==> src/hdl/obis_pkg.sv <==
// ----------------------------------------------------------------------------
// obis_pkg
// Shared types and constants of the identification-code value extractor.
// ----------------------------------------------------------------------------
package obis_pkg;

    localparam int NUM_CODES  = 4;
    localparam int CODE_W     = 48;
    localparam int VALUE_W    = 32;
    localparam int GAP_W      = 4;
    localparam int BYTE_W     = 8;
    localparam int CFG_IDX_W  = 3;
    localparam int CFG_DATA_W = 48;

    localparam int DEF_CODE_BYTES  = 6;
    localparam int DEF_VALUE_BYTES = 4;

    // configuration register indexes
    localparam logic [CFG_IDX_W-1:0] CFG_CODE_IMPORT_POWER  = 3'd0;
    localparam logic [CFG_IDX_W-1:0] CFG_CODE_EXPORT_POWER  = 3'd1;
    localparam logic [CFG_IDX_W-1:0] CFG_CODE_IMPORT_ENERGY = 3'd2;
    localparam logic [CFG_IDX_W-1:0] CFG_CODE_EXPORT_ENERGY = 3'd3;
    localparam logic [CFG_IDX_W-1:0] CFG_GAP_BYTES          = 3'd4;

    localparam logic [CODE_W-1:0] RST_CODE_IMPORT_POWER  = 48'h0100_0107_00FF;
    localparam logic [CODE_W-1:0] RST_CODE_EXPORT_POWER  = 48'h0100_0207_00FF;
    localparam logic [CODE_W-1:0] RST_CODE_IMPORT_ENERGY = 48'h0100_0108_00FF;
    localparam logic [CODE_W-1:0] RST_CODE_EXPORT_ENERGY = 48'h0100_0208_00FF;
    localparam logic [GAP_W-1:0]  RST_GAP_BYTES          = 4'd1;

    // one byte stage of the sliding window
    typedef struct packed {
        logic              valid;
        logic [BYTE_W-1:0] data;
    } win_tap_t;

    // per-byte control shared by all cells and trackers
    typedef struct packed {
        logic step;
        logic last;
    } track_ctl_t;

    // frame result of one code tracker
    typedef struct packed {
        logic [VALUE_W-1:0] value;
        logic               found;
    } track_res_t;

endpackage

==> src/hdl/obis_byte_if.sv <==
// ----------------------------------------------------------------------------
// obis_byte_if
// Input channel: one frame byte and its end-of-frame mark per transaction.
// ----------------------------------------------------------------------------
interface obis_byte_if;
    logic                      valid;
    logic                      ready;
    logic [obis_pkg::BYTE_W-1:0] data_byte;
    logic                      frame_end;

    modport source (output valid, output data_byte, output frame_end, input ready);
    modport sink   (input valid, input data_byte, input frame_end, output ready);
endinterface

==> src/hdl/obis_result_if.sv <==
// ----------------------------------------------------------------------------
// obis_result_if
// Output channel: the four values and found flags of one frame.
// ----------------------------------------------------------------------------
interface obis_result_if;
    logic                         valid;
    logic                         ready;
    logic [obis_pkg::VALUE_W-1:0] import_power;
    logic                         import_power_found;
    logic [obis_pkg::VALUE_W-1:0] export_power;
    logic                         export_power_found;
    logic [obis_pkg::VALUE_W-1:0] import_energy;
    logic                         import_energy_found;
    logic [obis_pkg::VALUE_W-1:0] export_energy;
    logic                         export_energy_found;

    modport source (
        output valid,
        output import_power, output import_power_found,
        output export_power, output export_power_found,
        output import_energy, output import_energy_found,
        output export_energy, output export_energy_found,
        input  ready
    );
    modport sink (
        input  valid,
        input  import_power, input import_power_found,
        input  export_power, input export_power_found,
        input  import_energy, input import_energy_found,
        input  export_energy, input export_energy_found,
        output ready
    );
endinterface

==> src/hdl/obis_win_cell.sv <==
// ----------------------------------------------------------------------------
// obis_win_cell
// One byte stage of the sliding window; passes its byte to the next stage.
// ----------------------------------------------------------------------------
module obis_win_cell (
    input  logic                 clk,
    input  logic                 rst_n,
    input  obis_pkg::track_ctl_t ctl,
    input  obis_pkg::win_tap_t   tap_in,
    output obis_pkg::win_tap_t   tap_out
);
    import obis_pkg::*;

    logic              valid_reg;
    logic [BYTE_W-1:0] data_reg;

    // valid marks a byte of the current frame; drop it at frame end
    always_ff @(posedge clk or negedge rst_n)
    begin
        if (!rst_n)
        begin
            valid_reg <= 1'b0;
        end
        else if (ctl.step)
        begin
            valid_reg <= ctl.last ? 1'b0 : tap_in.valid;
        end
    end

    always_ff @(posedge clk)
    begin
        if (ctl.step)
        begin
            data_reg <= tap_in.data;
        end
    end

    assign tap_out.valid = valid_reg;
    assign tap_out.data  = data_reg;

endmodule

==> src/hdl/obis_tracker.sv <==
// ----------------------------------------------------------------------------
// obis_tracker
// Follows one code through a frame: first match, gap skip, value gather.
// ----------------------------------------------------------------------------
module obis_tracker #(
    parameter int VALUE_BYTES = obis_pkg::DEF_VALUE_BYTES
) (
    input  logic                          clk,
    input  logic                          rst_n,
    input  obis_pkg::track_ctl_t          ctl,
    input  logic [obis_pkg::BYTE_W-1:0]   data_byte,
    input  logic                          hit,
    input  logic [obis_pkg::GAP_W-1:0]    gap,
    output obis_pkg::track_res_t          res
);
    import obis_pkg::*;

    localparam int CNT_W = $clog2((2 ** GAP_W) + VALUE_BYTES);

    logic               matched_reg, matched_next;
    logic               done_reg, done_next;
    logic [CNT_W-1:0]   cnt_reg, cnt_next;
    logic [VALUE_W-1:0] val_reg, val_next;

    always_comb
    begin
        matched_next = matched_reg;
        done_next    = done_reg;
        cnt_next     = cnt_reg;
        val_next     = val_reg;
        // advance skip/gather for a match taken on an earlier byte
        if (matched_reg && !done_reg && (cnt_reg != '0))
        begin
            if (cnt_reg <= CNT_W'(VALUE_BYTES))
            begin
                val_next = {val_reg[VALUE_W-BYTE_W-1:0], data_byte};
            end
            cnt_next = cnt_reg - 1'b1;
            if (cnt_next == '0)
            begin
                done_next = 1'b1;
            end
        end
        // first match in the frame only
        if (!matched_reg && hit)
        begin
            matched_next = 1'b1;
            cnt_next     = CNT_W'(gap) + CNT_W'(VALUE_BYTES);
            val_next     = '0;
            done_next    = 1'b0;
        end
    end

    always_ff @(posedge clk or negedge rst_n)
    begin
        if (!rst_n)
        begin
            matched_reg <= 1'b0;
            done_reg    <= 1'b0;
            cnt_reg     <= '0;
            val_reg     <= '0;
        end
        else if (ctl.step)
        begin
            if (ctl.last)
            begin
                matched_reg <= 1'b0;
                done_reg    <= 1'b0;
                cnt_reg     <= '0;
                val_reg     <= '0;
            end
            else
            begin
                matched_reg <= matched_next;
                done_reg    <= done_next;
                cnt_reg     <= cnt_next;
                val_reg     <= val_next;
            end
        end
    end

    assign res.found = matched_next && done_next;
    assign res.value = res.found ? val_next : '0;

endmodule

==> src/hdl/obis_value_extractor.sv <==
// ----------------------------------------------------------------------------
// obis_value_extractor
// Picks four big-endian values out of a meter frame by identification code.
// ----------------------------------------------------------------------------
// Usage:
//   byte_in carries one frame byte per transaction, frame_end set on the
//   last byte. result_out carries one transaction per frame with the four
//   values and found flags; a value reads zero when its flag is clear.
//   The user must write codes and the gap length (cfg_we/cfg_index/cfg_data)
//   only while the block is idle (unenforced); both survive frame boundaries.
// Timing:
//   One byte per cycle unless a result waits unread: a row of byte cells
//   shifts the window in a single step and each code tracker updates in
//   the same cycle. The result appears in the cycle after the frame's last
//   byte is accepted, from an output register.
// Reset and stall:
//   Reset loads the default codes and a gap of one byte and empties the
//   window and the trackers. While a result waits unread, byte_in.ready
//   stays low; it rises again in the cycle the result is taken, so the
//   next frame can continue with no bubble.
// ----------------------------------------------------------------------------
module obis_value_extractor #(
    parameter int CODE_BYTES  = obis_pkg::DEF_CODE_BYTES,
    parameter int VALUE_BYTES = obis_pkg::DEF_VALUE_BYTES
) (
    input  logic                            clk,
    input  logic                            rst_n,
    input  logic                            cfg_we,
    input  logic [obis_pkg::CFG_IDX_W-1:0]  cfg_index,
    input  logic [obis_pkg::CFG_DATA_W-1:0] cfg_data,
    obis_byte_if.sink                       byte_in,
    obis_result_if.source                   result_out
);
    import obis_pkg::*;

    localparam int WIN_W = CODE_BYTES * BYTE_W;

    // configuration registers
    logic [CODE_W-1:0] code_reg [NUM_CODES];
    logic [GAP_W-1:0]  gap_reg;

    always_ff @(posedge clk or negedge rst_n)
    begin
        if (!rst_n)
        begin
            code_reg[0] <= RST_CODE_IMPORT_POWER;
            code_reg[1] <= RST_CODE_EXPORT_POWER;
            code_reg[2] <= RST_CODE_IMPORT_ENERGY;
            code_reg[3] <= RST_CODE_EXPORT_ENERGY;
            gap_reg     <= RST_GAP_BYTES;
        end
        else if (cfg_we)
        begin
            case (cfg_index)
                CFG_CODE_IMPORT_POWER:  code_reg[0] <= cfg_data[CODE_W-1:0];
                CFG_CODE_EXPORT_POWER:  code_reg[1] <= cfg_data[CODE_W-1:0];
                CFG_CODE_IMPORT_ENERGY: code_reg[2] <= cfg_data[CODE_W-1:0];
                CFG_CODE_EXPORT_ENERGY: code_reg[3] <= cfg_data[CODE_W-1:0];
                CFG_GAP_BYTES:          gap_reg     <= cfg_data[GAP_W-1:0];
                default: ; // ignore writes beyond the register list
            endcase
        end
    end

    // handshake: hold input while a finished result waits
    logic       out_valid_reg;
    track_ctl_t ctl;

    assign byte_in.ready = !out_valid_reg || result_out.ready;
    assign ctl.step      = byte_in.valid && byte_in.ready;
    assign ctl.last      = byte_in.frame_end;

    // window: incoming byte plus a chain of CODE_BYTES-1 byte cells
    win_tap_t          taps [CODE_BYTES];
    logic [WIN_W-1:0]  window;
    logic              window_full;

    assign taps[0].valid = 1'b1;
    assign taps[0].data  = byte_in.data_byte;

    genvar k;
    generate
        for (k = 1; k < CODE_BYTES; k++)
        begin : g_cell
            obis_win_cell u_cell (
                .clk     (clk),
                .rst_n   (rst_n),
                .ctl     (ctl),
                .tap_in  (taps[k-1]),
                .tap_out (taps[k])
            );
        end
    endgenerate

    always_comb
    begin
        for (int i = 0; i < CODE_BYTES; i++)
        begin
            window[i*BYTE_W +: BYTE_W] = taps[i].data;
        end
    end

    // full once the oldest stage holds a byte of this frame
    assign window_full = taps[CODE_BYTES-1].valid;

    // compare against each code; code bits above its width read as zero
    logic [NUM_CODES-1:0] hit;
    track_res_t           res [NUM_CODES];

    always_comb
    begin
        for (int c = 0; c < NUM_CODES; c++)
        begin
            logic [WIN_W-1:0] code_ext;
            for (int j = 0; j < WIN_W; j++)
            begin
                code_ext[j] = (j < CODE_W) ? code_reg[c][j] : 1'b0;
            end
            hit[c] = window_full && (window == code_ext);
        end
    end

    genvar t;
    generate
        for (t = 0; t < NUM_CODES; t++)
        begin : g_track
            obis_tracker #(
                .VALUE_BYTES (VALUE_BYTES)
            ) u_track (
                .clk       (clk),
                .rst_n     (rst_n),
                .ctl       (ctl),
                .data_byte (byte_in.data_byte),
                .hit       (hit[t]),
                .gap       (gap_reg),
                .res       (res[t])
            );
        end
    endgenerate

    // output register: load on the frame's last byte, drop when taken
    track_res_t out_reg [NUM_CODES];

    always_ff @(posedge clk or negedge rst_n)
    begin
        if (!rst_n)
        begin
            out_valid_reg <= 1'b0;
        end
        else if (ctl.step && ctl.last)
        begin
            out_valid_reg <= 1'b1;
        end
        else if (result_out.ready)
        begin
            out_valid_reg <= 1'b0;
        end
    end

    always_ff @(posedge clk)
    begin
        if (ctl.step && ctl.last)
        begin
            for (int c = 0; c < NUM_CODES; c++)
            begin
                out_reg[c] <= res[c];
            end
        end
    end

    assign result_out.valid               = out_valid_reg;
    assign result_out.import_power        = out_reg[0].value;
    assign result_out.import_power_found  = out_reg[0].found;
    assign result_out.export_power        = out_reg[1].value;
    assign result_out.export_power_found  = out_reg[1].found;
    assign result_out.import_energy       = out_reg[2].value;
    assign result_out.import_energy_found = out_reg[2].found;
    assign result_out.export_energy       = out_reg[3].value;
    assign result_out.export_energy_found = out_reg[3].found;

endmodule

==> src/flat_wrapper.sv <==
// flat-port wrapper written by rule: the top's interface ports become plain ports
module obis_value_extractor_flat import obis_pkg::*;
#(
    parameter int CODE_BYTES  = obis_pkg::DEF_CODE_BYTES,
    parameter int VALUE_BYTES = obis_pkg::DEF_VALUE_BYTES
)
  (clk, rst_n, cfg_we, cfg_index, cfg_data, byte_in_valid, byte_in_data_byte, byte_in_frame_end, byte_in_ready, result_out_valid, result_out_import_power, result_out_import_power_found, result_out_export_power, result_out_export_power_found, result_out_import_energy, result_out_import_energy_found, result_out_export_energy, result_out_export_energy_found, result_out_ready);
  obis_byte_if byte_in_i ();
  obis_result_if result_out_i ();
  input  logic clk;
  input  logic rst_n;
  input  logic cfg_we;
  input  logic [obis_pkg::CFG_IDX_W-1:0] cfg_index;
  input  logic [obis_pkg::CFG_DATA_W-1:0] cfg_data;
  input wire logic [$bits(byte_in_i.valid)-1:0] byte_in_valid;
  input wire logic [$bits(byte_in_i.data_byte)-1:0] byte_in_data_byte;
  input wire logic [$bits(byte_in_i.frame_end)-1:0] byte_in_frame_end;
  output wire logic [$bits(byte_in_i.ready)-1:0] byte_in_ready;
  output wire logic [$bits(result_out_i.valid)-1:0] result_out_valid;
  output wire logic [$bits(result_out_i.import_power)-1:0] result_out_import_power;
  output wire logic [$bits(result_out_i.import_power_found)-1:0] result_out_import_power_found;
  output wire logic [$bits(result_out_i.export_power)-1:0] result_out_export_power;
  output wire logic [$bits(result_out_i.export_power_found)-1:0] result_out_export_power_found;
  output wire logic [$bits(result_out_i.import_energy)-1:0] result_out_import_energy;
  output wire logic [$bits(result_out_i.import_energy_found)-1:0] result_out_import_energy_found;
  output wire logic [$bits(result_out_i.export_energy)-1:0] result_out_export_energy;
  output wire logic [$bits(result_out_i.export_energy_found)-1:0] result_out_export_energy_found;
  input wire logic [$bits(result_out_i.ready)-1:0] result_out_ready;
  assign byte_in_i.valid = byte_in_valid;
  assign byte_in_i.data_byte = byte_in_data_byte;
  assign byte_in_i.frame_end = byte_in_frame_end;
  assign byte_in_ready = byte_in_i.ready;
  assign result_out_valid = result_out_i.valid;
  assign result_out_import_power = result_out_i.import_power;
  assign result_out_import_power_found = result_out_i.import_power_found;
  assign result_out_export_power = result_out_i.export_power;
  assign result_out_export_power_found = result_out_i.export_power_found;
  assign result_out_import_energy = result_out_i.import_energy;
  assign result_out_import_energy_found = result_out_i.import_energy_found;
  assign result_out_export_energy = result_out_i.export_energy;
  assign result_out_export_energy_found = result_out_i.export_energy_found;
  assign result_out_i.ready = result_out_ready;
  obis_value_extractor #(.CODE_BYTES(CODE_BYTES), .VALUE_BYTES(VALUE_BYTES)) u_core (.clk(clk), .rst_n(rst_n), .cfg_we(cfg_we), .cfg_index(cfg_index), .cfg_data(cfg_data), .byte_in(byte_in_i), .result_out(result_out_i));
endmodule
==> config.mk <==
export PLATFORM = sky130hd
export DESIGN_NAME = obis_value_extractor_flat
export DESIGN_NICKNAME = d
export VERILOG_FILES = /design/src/hdl/obis_pkg.sv /design/src/hdl/obis_byte_if.sv /design/src/hdl/obis_result_if.sv /design/src/hdl/obis_win_cell.sv /design/src/hdl/obis_tracker.sv /design/src/hdl/obis_value_extractor.sv /design/src/flat_wrapper.sv
export SDC_FILE = /design/constraint.sdc
export NUM_CORES = 1
export LEC_CHECK = 0
export CAP_MARGIN = 15
export CORE_MARGIN = 1
export CORE_UTILIZATION = 53
export CTS_CLUSTER_SIZE = 30
export DETAILED_ROUTE_END_ITERATION = 12
export DONT_BUFFER_PORTS = 1
export PLACE_DENSITY_LB_ADDON = 0.25
export SLEW_MARGIN = 20
export SYNTH_ARGS = -nofsm -noshare
export SYNTH_HDL_FRONTEND = slang
export SYNTH_SLANG_ARGS = --single-unit
==> constraint.sdc <==
create_clock -name clk -period 12.1 [get_ports clk]
set_input_delay 1.21 -clock clk [delete_from_list [all_inputs] [get_ports clk]]
set_output_delay 1.21 -clock clk [all_outputs]
set_load 0.01 [all_outputs]
==> impl_metrics.toml, run 1 <==
[sta]
finalHoldViolCount = 0
rsz0062_at_grt = "false"
tightest_slew_ns = 0.963
layout_min_cycle_time_ns = 4.23
relSlewSlack = 0.358
finalMaxSlewViolations = 0
finalClockSkew_ns = 0.0271
finalSetupViolations = 0
fmax_ghz = 0.236
fin_tns_setup_ns = 0
period_share = 0.350

[clock_tree]
clock_latency_ns = 0.60
cts_sinks = 530
cts_tree = "built"
cts-root-buf = "clkbuf_16"
hold_buffers = 0
post_cts_resized = 0
h-tree-depth = 2
clock_path_buffers = 3
numCtsBuffers = 53
cts_setup_buffers = 0
cts.clk_slew.worst_paths_ns = 0.06

[placement]
io_buffers = 0
gp_congestion = 0.888
dp_hpwl_mm = 37.2

[run]
cap_violations = 0

[global_routing]
grt_use_met3 = 0.0590
grtUsageTotal = 0.261
use_met1 = 0.358
grt_antenna_before_repair = 0
grt_max_degree = 359
grt-ovfl-total = 0
first_global_vias = 14400
grt_pass1_wl_mm = 88.0
busiest_layer = "met2"
grt_use_met2 = 0.401

[logic_synthesis]
synthArstFlopShare = 0.675
netlist_area_mm2 = 0.0233
synthAdderAreaFrac = 0.00698
synth_xor_area_frac = 0.0714
yosysTopAreaCell = "dfrtp_1"
ys_top_cells_by_area = "dfrtp_1 33%, edfxtp_1 22%, mux2_2 8.9%"
synth_nets = 1960
yosysSeqAreaShare = 0.609
yosys.area_share.simple = 0.0970
netlist-cell-type-count = 61
synth-compound-area-share = 0.101
synth-edff-count = 172
synth_top_family_by_area = "compound AO/OA/AOI/OAI gates"
yosysTopAreaCellShare = 0.332
ys_seq_elements = 530
avgSynthCellArea_um2 = 12.4
yosysWarnings = 0
synthCells = 1882
synth_flop_cell = "dfrtp_1"
synthMuxAreaShare = 0.0894

[min_path]
hp-class = "in -> async"

[cells_and_area]
areaGrowthSynthToFinish_pct = 9.52
layout.nets = 1923
fillCellCount = 3529
final_common_cell = "dfrtp_1"
fin_util = 0.591
drive_gt1_frac = 0.191
antenna_cells = 0
largest_reg_flops = 192
mostFrequentLayoutCells = "309 x dfrtp_1, 299 x nand2_1, 185 x mux2_2"

[status]
status = "finished clean"

[routing]
drc = 0
totalWireLength_mm = 57.8
viasPerCell = 5.97
antenna_left = 0
drt_first_iter_violations = 1278
drtPass1Iterations = 5
routedWlPerCell_um = 23.3
via_count = 14800

[worst_setup_path]
worstSetupEndpointType = "flop"
path_class = "in -> reg"
start_kind = "input pin"
required_ns = 12.30
worst-path-max-fanout = 70
arrival_ns = 4.43

[floorplanning]
die_area_mm2 = 0.0448
die-width_um = 212
row_count = 76
chipHeight_um = 212
ios = 199
start_util = 0.540
core_area_mm2 = 0.0432

[pwr]
ir_drop_mv = 0.104
power_density_mw_per_mm2 = 169
p_leak_uw = 0.00959
## where the power goes
group          switching [uW]  internal (uW)
logic                     241            244
registers                 154           2070
clock network             689            921
total                    1080           3230
## cell usage after synthesis (2+ instances only)
cell / instances
a211o_1: 2
a21o_1: 5
a21oi_1: 134
a221o_1: 8
a22o_1: 132
a311oi_2: 2
a31oi_1: 5
and2_1: 2
and3_1: 2
buf_1: 7
buf_2: 19
buf_6: 4
clkbuf_1: 79
dfrtp_1: 309
dfstp_2: 49
edfxtp_1: 172
ha_1: 13
inv_1: 33
mux2_2: 185
nand2_1: 300
nand2b_1: 10
nand3_1: 12
nand3b_1: 8
nand4_1: 44
nand4b_1: 3
nor2_1: 38
nor2b_1: 7
nor3_1: 12
nor3b_1: 5
nor4_1: 30
nor4bb_1: 2
o211ai_1: 2
o21ai_0: 18
o22ai_1: 5
o31ai_1: 6
o32ai_1: 3
or3_1: 2
or4_1: 2
xnor2_1: 122
xor2_1: 68
## layout make-up
class                      instances  area (um2)  share of cell area
clock buffer                      88        1600              0.0627
clock inverter                    12        92.6             0.00363
timing repair buffer              18         150             0.00588
sequential                       530       14200               0.556
tap                              585         732              0.0287
multi-input combinational       1209        8630               0.338
inverter                          33         129             0.00505
## cell families (layout without fill, tap and decap cells)
kind of cell,count (synthesis),in the layout
compound gates,333,333
xor+xnor,190,190
fa+ha+maj,13,13
buf+inv,143,151
flops,530,530
mux,185,185
simple gates,488,488
## worst max-delay path: stages
cell	delay, ns
nand2b_1	0.17
nand2_1	0.43
inv_2	0.13
buf_4	0.74
nand2_1	0.33
inv_6	0.53
buf_4	0.78
## routing by layer
metal | part of all wire | vias to the layer above
li1 | - | 6653
met1 | 0.43 | 7518
met2 | 0.47 | 498
met3 | 0.064 | 114
met4 | 0.041 | 0
met5 | 0 | -
## path summary, 6_finish.rpt
check	from	endpoint	slack [ns]	cells past startpoint
min in group clk	u_core.g_cell[1].u_cell.valid_reg	u_core.g_cell[1].u_cell.valid_reg	0.49	2
worst max-delay path	result_out_ready	u_core.out_reg[3][23]	7.87	7
worst min register to register	u_core.g_cell[1].u_cell.valid_reg	u_core.g_cell[1].u_cell.valid_reg	0.49	2
worst max register to register	u_core.result_out.valid	u_core.out_reg[3][23]	8.06	7
max in group asynchronous	rst_n	u_core.g_track[3].u_track.cnt_reg[0]	11.20	0
worst min-delay path	rst_n	u_core.g_track[2].u_track.val_reg[26]	0.32	0
## per-stage QoR
stage | setup slack (ns) | cells | cell area [um2] | power, uW | hold WS (ns)
6_report | 7.87 | 2475 | 25500 | 4310 | 0.321
2_1_floorplan | 5.52 | 1882 | 23300 | 2580 | 0.421
3_5_place_dp | 7.21 | 2374 | 23800 | 2730 | 0.470
4_1_cts | 7.83 | 2474 | 25500 | 4340 | 0.300
3_3_place_gp | 7.28 | 2373 | 23800 | 2710 | 0.454
5_1_grt | 7.60 | 2475 | 25500 | 4460 | 0.282
No activity file was read; power rests on OpenSTA's default activity.
==> run 2, diff against run 1 <==
--- a/config.mk
+++ b/config.mk
@@ -5,6 +5,7 @@
 export SDC_FILE = /design/constraint.sdc
 export NUM_CORES = 1
 export LEC_CHECK = 0
+export ABC_AREA = 1
 export CAP_MARGIN = 15
 export CORE_MARGIN = 1
 export CORE_UTILIZATION = 53
==> constraint.sdc (replaced) <==
create_clock -name clk -period 3.4 [get_ports clk]
set_input_delay 0.34 -clock clk [delete_from_list [all_inputs] [get_ports clk]]
set_output_delay 0.34 -clock clk [all_outputs]
set_load 0.01 [all_outputs]
==> impl_metrics.toml, run 2 <==
[status]
status = "finished, violations left"
failed_checks = "negative hold slack"

[routing]
via_count = 21500
viasPerCell = 5.43
drc = 0
drt_first_iter_violations = 2412
drtPass1Iterations = 6
antenna_left = 0
routedWlPerCell_um = 19.8
totalWireLength_mm = 78.3

[pwr]
ir_drop_mv = 0.456
p_leak_uw = 0.0128
power_density_mw_per_mm2 = 577
pwr-share-seq = 0.472
p_int_uw = 11900
total_power_uw = 17000
switching_share = 0.300
comb_power_share = 0.162
p_sw_uw = 5080
pwr-share-clk = 0.366

[logic_synthesis]
netlist_area_mm2 = 0.0265
synth.most_common_cell = "nand2_1"
synth-edff-count = 172
yosysTopAreaCell = "dfrtp_1"
synth_nets = 3314
synthCells = 3236
ys_seq_elements = 530
avgSynthCellArea_um2 = 8.19
yosysWarnings = 0
netlist-cell-type-count = 43
yosysTopAreaCellShare = 0.292
ys_top_cells_by_area = "dfrtp_1 29%, edfxtp_1 19%, nand2_1 15%"
synth_flop_cell = "dfrtp_1"
yosysSeqAreaShare = 0.535
synth_commonest_cells = "1029 x nand2_1, 445 x inv_1, 389 x o21ai_0"
synthArstFlopShare = 0.675

[min_path]
hp-class = "in -> async"

[worst_setup_path]
arrival_ns = 3.53
worst-path-max-fanout = 20
rr_endpoint = "u_core.out_reg[0][5]"
required_ns = 3.78
reg2reg_from = "u_core.g_cell[2].u_cell.data_reg[7]"
path_class = "reg -> reg"
worstRegToRegCells = 12
worstSetupEndpointType = "flop"
r2r_setup_slack_ns = 0.26
start_kind = "flop"

[floorplanning]
start_util = 0.539
row_count = 81
core_area_mm2 = 0.0492
die-width_um = 226
die_area_mm2 = 0.0509
chipHeight_um = 226
ios = 199

[clock_tree]
cts_sinks = 530
cts_tree = "built"
post_cts_resized = 0
hold_buffers = 54
cts-root-buf = "clkbuf_16"
h-tree-depth = 2
cts.clk_slew.worst_paths_ns = 0.07
clock_latency_ns = 0.63
numCtsBuffers = 56
clock_path_buffers = 3

[sta]
fin_tns_setup_ns = 0
layout_min_cycle_time_ns = 3.14
finalHoldViolCount = 352
rsz0062_at_grt = "false"
finalClockSkew_ns = 0.0408
tightest_slew_ns = 0.998
period_share = 0.925
relSlewSlack = 0.335
hold_ws_ns = -0.544
finalMaxSlewViolations = 0
fmax_ghz = 0.318
finalSetupViolations = 0

[global_routing]
first_global_vias = 20500
grt_pass1_wl_mm = 121
grt_max_degree = 359
grtUsageTotal = 0.314
grt-ovfl-total = 0
grt_antenna_before_repair = 3

[cells_and_area]
fillCellCount = 4364
final_common_cell = "nand2_1"
areaGrowthSynthToFinish_pct = 10.9
largest_reg_flops = 192
antenna_cells = 0
layout.nets = 3324
mostFrequentLayoutCells = "1027 x nand2_1, 445 x inv_1, 389 x o21ai_0"
multi_input_area_mm2 = 0.00988
layout.area.seq_mm2 = 0.0142
drive_gt1_frac = 0.0960
fin_util = 0.598

[placement]
gp_congestion = 1.01
io_buffers = 0
dp_hpwl_mm = 56.4

[run]
cap_violations = 0
run 2: logic make-up (layout without fill, tap and decap cells):
family | Yosys count | count (layout) | share of synthesized area
flops | 530 | 530 | 0.535
buf+inv | 617 | 674 | 0.0943
simple gates | 1484 | 1484 | 0.238
xor+xnor | 53 | 53 | 0.0178
mux | 3 | 3 | 0.00113
compound gates | 536 | 536 | 0.107
fa+ha+maj | 13 | 13 | 0.00613
run 2: critical path, stage by stage (launching register included):
cell,delay [ns]
edfxtp_1,0.55
inv_1,0.15
nand2_1,0.16
nand2_1,0.07
nor2_1,0.23
nand4_1,0.18
nor2_1,0.14
nand2_1,0.06
nor2_1,0.35
nand3_2,0.23
nand3_4,0.43
buf_4,0.28
nor2_4,0.04
run 2: power by group through the flow:
| stage | clock (uW) | sequential [uW] | combinational, uW |
|---|---|---|---|
| after floorplan | 0 | 7840 | 1930 |
| after global placement | 0 | 8080 | 2590 |
| after detailed placement | 0 | 8100 | 2640 |
| after CTS | 6290 | 7990 | 2720 |
| after global routing | 6530 | 8080 | 3110 |
| final | 6210 | 8010 | 2750 |
run 2: metal layers:
layer  track usage  wire [um]
met1         0.433      34000
met2         0.497      36400
met3        0.0487       4570
met4         0.132       3320
met5             0         31
run 2: worst max-delay path by stage:
stage	slack, ns	startpoint	endpoint	cells after the start
2_1_floorplan	0.20	u_core.result_out.valid	u_core.out_reg[0][0]	3
3_3_place_gp	0.31	u_core.g_cell[4].u_cell.data_reg[2]	u_core.out_reg[0][5]	11
3_5_place_dp	0.32	u_core.g_cell[4].u_cell.data_reg[2]	u_core.out_reg[0][5]	11
4_1_cts	0.35	u_core.g_cell[4].u_cell.data_reg[2]	u_core.out_reg[0][5]	11
5_1_grt	0.22	u_core.g_cell[3].u_cell.data_reg[3]	u_core.out_reg[0][5]	12
6_report	0.26	u_core.g_cell[2].u_cell.data_reg[7]	u_core.out_reg[0][5]	12
run 2: timing repair:
| action | CTS | global route |
|---|---|---|
| buffers inserted | 0 | 0 |
| endpoints found under the setup margin | 0 | 0 |
| endpoints found under the hold margin | 552 | 358 |
run 2: per-stage QoR:
step                      instances  hold WS (ns)  area, um2  setup WS, ns
after floorplan                3236        0.0444      26500         0.204
after global placement         3798        0.0643      27000         0.314
after detailed placement       3798        0.0627      27000         0.321
after CTS                      3957        -0.586      29400         0.353
after global routing           3957        -0.580      29400         0.216
final                          3957        -0.544      29400         0.255
run 2: layout make-up:
class	instances	area share
flip-flops and latches	530	0.482
multi-input cells	2089	0.336
inverters	488	0.0625
clock inverters	25	0.00923
repair buffers	81	0.0278
clock buffers	80	0.0539
well taps	664	0.0283
==> run 3, diff against run 2 <==
--- a/config.mk
+++ b/config.mk
@@ -7,6 +7,7 @@
 export LEC_CHECK = 0
 export ABC_AREA = 1
 export CAP_MARGIN = 15
+export CORE_ASPECT_RATIO = 1.1
 export CORE_MARGIN = 1
 export CORE_UTILIZATION = 53
 export CTS_CLUSTER_SIZE = 30
==> impl_metrics.toml, run 3 (same netlist as run 2, synthesis figures left out) <==
[clock_tree]
cts_setup_buffers = 0
hold_buffers = 51
cts_tree = "built"
h-tree-depth = 2
numCtsBuffers = 54
cts_sinks = 530
clock_latency_ns = 0.62
cts.clk_slew.worst_paths_ns = 0.07
cts-root-buf = "clkbuf_16"
clock_path_buffers = 3
post_cts_resized = 0

[sta]
fin_tns_setup_ns = 0
layout_min_cycle_time_ns = 2.94
hold_ws_ns = -0.567
finalHoldViolCount = 358
relSlewSlack = 0.313
finalSetupViolations = 0
tightest_slew_ns = 1.03
fmax_ghz = 0.340
period_share = 0.864
finalMaxSlewViolations = 0
rsz0062_at_grt = "false"
finalClockSkew_ns = 0.0284

[floorplanning]
die_area_mm2 = 0.0509
die-width_um = 215
row_count = 85
ios = 199
start_util = 0.540
core_area_mm2 = 0.0491
chipHeight_um = 237

[worst_setup_path]
path_cells = "xnor2_1, nand3_1, nor3_1, nand3_1, nor2_1, nand3_2, nand3_4, buf_12, nor2_1"
cp.buffers_inverters = 1
arrival_ns = 3.30
r2r_setup_slack_ns = 0.46
start_kind = "flop"
worst-path-max-fanout = 33
max_stage_delay_ns = 0.59
required_ns = 3.76
worstSetupEndpointType = "flop"
slowest_stage = "edfxtp_1"
path_class = "reg -> reg"
crit_family = "simple AND/OR/NAND/NOR gates"

[routing]
viasPerCell = 5.40
antenna_left = 0
wirelength_met1_mm = 32.0
routedWlPerCell_um = 20.0
drtPass1Iterations = 6
drt_first_iter_violations = 1966
top_layer_used = "met4"
wl_met3_mm = 3.71
met2WireLength_mm = 39.2
totalWireLength_mm = 78.6
via_count = 21200
drc = 0

[placement]
gp_congestion = 1.02
dp_hpwl_mm = 56.6
dpl_cell_area_mm2 = 0.0270
io_buffers = 0

[global_routing]
grt_max_degree = 359
first_global_vias = 20900
grt_antenna_before_repair = 2
grtUsageTotal = 0.311
grt_pass1_wl_mm = 121
grt-ovfl-total = 0

[status]
failed_checks = "negative hold slack"
status = "finished, violations left"

[pwr]
power_density_mw_per_mm2 = 576
p_leak_uw = 0.0128
total_power_uw = 16900
ir_drop_mv = 0.383

[cells_and_area]
fillCellCount = 4352
drive_gt1_frac = 0.0984
layout.nets = 3316
mostFrequentLayoutCells = "1027 x nand2_1, 445 x inv_1, 389 x o21ai_0"
areaGrowthSynthToFinish_pct = 10.8
fin_util = 0.598
largest_reg_flops = 192
final_cell_area_mm2 = 0.0294
final_common_cell = "nand2_1"

[min_path]
hp-class = "in -> async"

[run]
cap_violations = 0
## run 3: changes by cell type in the layout (fill, tap and decap cells not counted), moves of 2 or more
cell,delta
buf_4,-5
dlygate4sd3_1,-3
buf_12,+2
clkbuf_8,+11
clkinv_1,-6
bufinv_16,-2
clkbuf_1,-8
clkbuf_16,-2
## run 3: final cells by class
| type | count | area, um2 | share of cell area |
|---|---|---|---|
| antenna | 1 | 2.50 | 0.0000852 |
| clock buffer | 81 | 1660 | 0.0564 |
| clock inverter | 20 | 213 | 0.00724 |
| inverter | 488 | 1840 | 0.0625 |
| multi-input combinational | 2089 | 9870 | 0.336 |
| sequential | 530 | 14200 | 0.483 |
| tap | 652 | 816 | 0.0278 |
| timing repair buffer | 75 | 791 | 0.0269 |
## run 3: worst paths after layout
kind | start | end | depth (start not counted)
worst min-delay path | rst_n | u_core.code_reg[61] | 0
worst max register to register | u_core.g_cell[1].u_cell.data_reg[4] | u_core.out_reg[0][1] | 9
worst max-delay path | u_core.g_cell[1].u_cell.data_reg[4] | u_core.out_reg[0][1] | 9
worst min register to register | u_core.g_track[0].u_track.val_reg[25] | u_core.g_track[0].u_track.val_reg[25] | 2
min in group clk | cfg_data[12] | u_core.code_reg[108] | 2
max in group asynchronous | rst_n | u_core.g_track[2].u_track.val_reg[11] | 0
## run 3: per-stage QoR
step                setup slack, ns  cells
floorplan                     0.204   3236
global placement              0.474   3783
detailed placement            0.434   3783
CTS                           0.430   3935
global route                  0.290   3935
finish                        0.462   3936
## run 3: per-layer routing
metal,vias to the layer above,track usage
li1,10200,-
met1,10200,0.389
met2,643,0.536
met3,175,0.0453
met4,0,0.141
met5,-,0
## run 3: power breakdown
part           switching [uW]  internal (uW)
clock                    2570           3610
sequential                694           7310
combinational            1790            938
total                    5060          11900
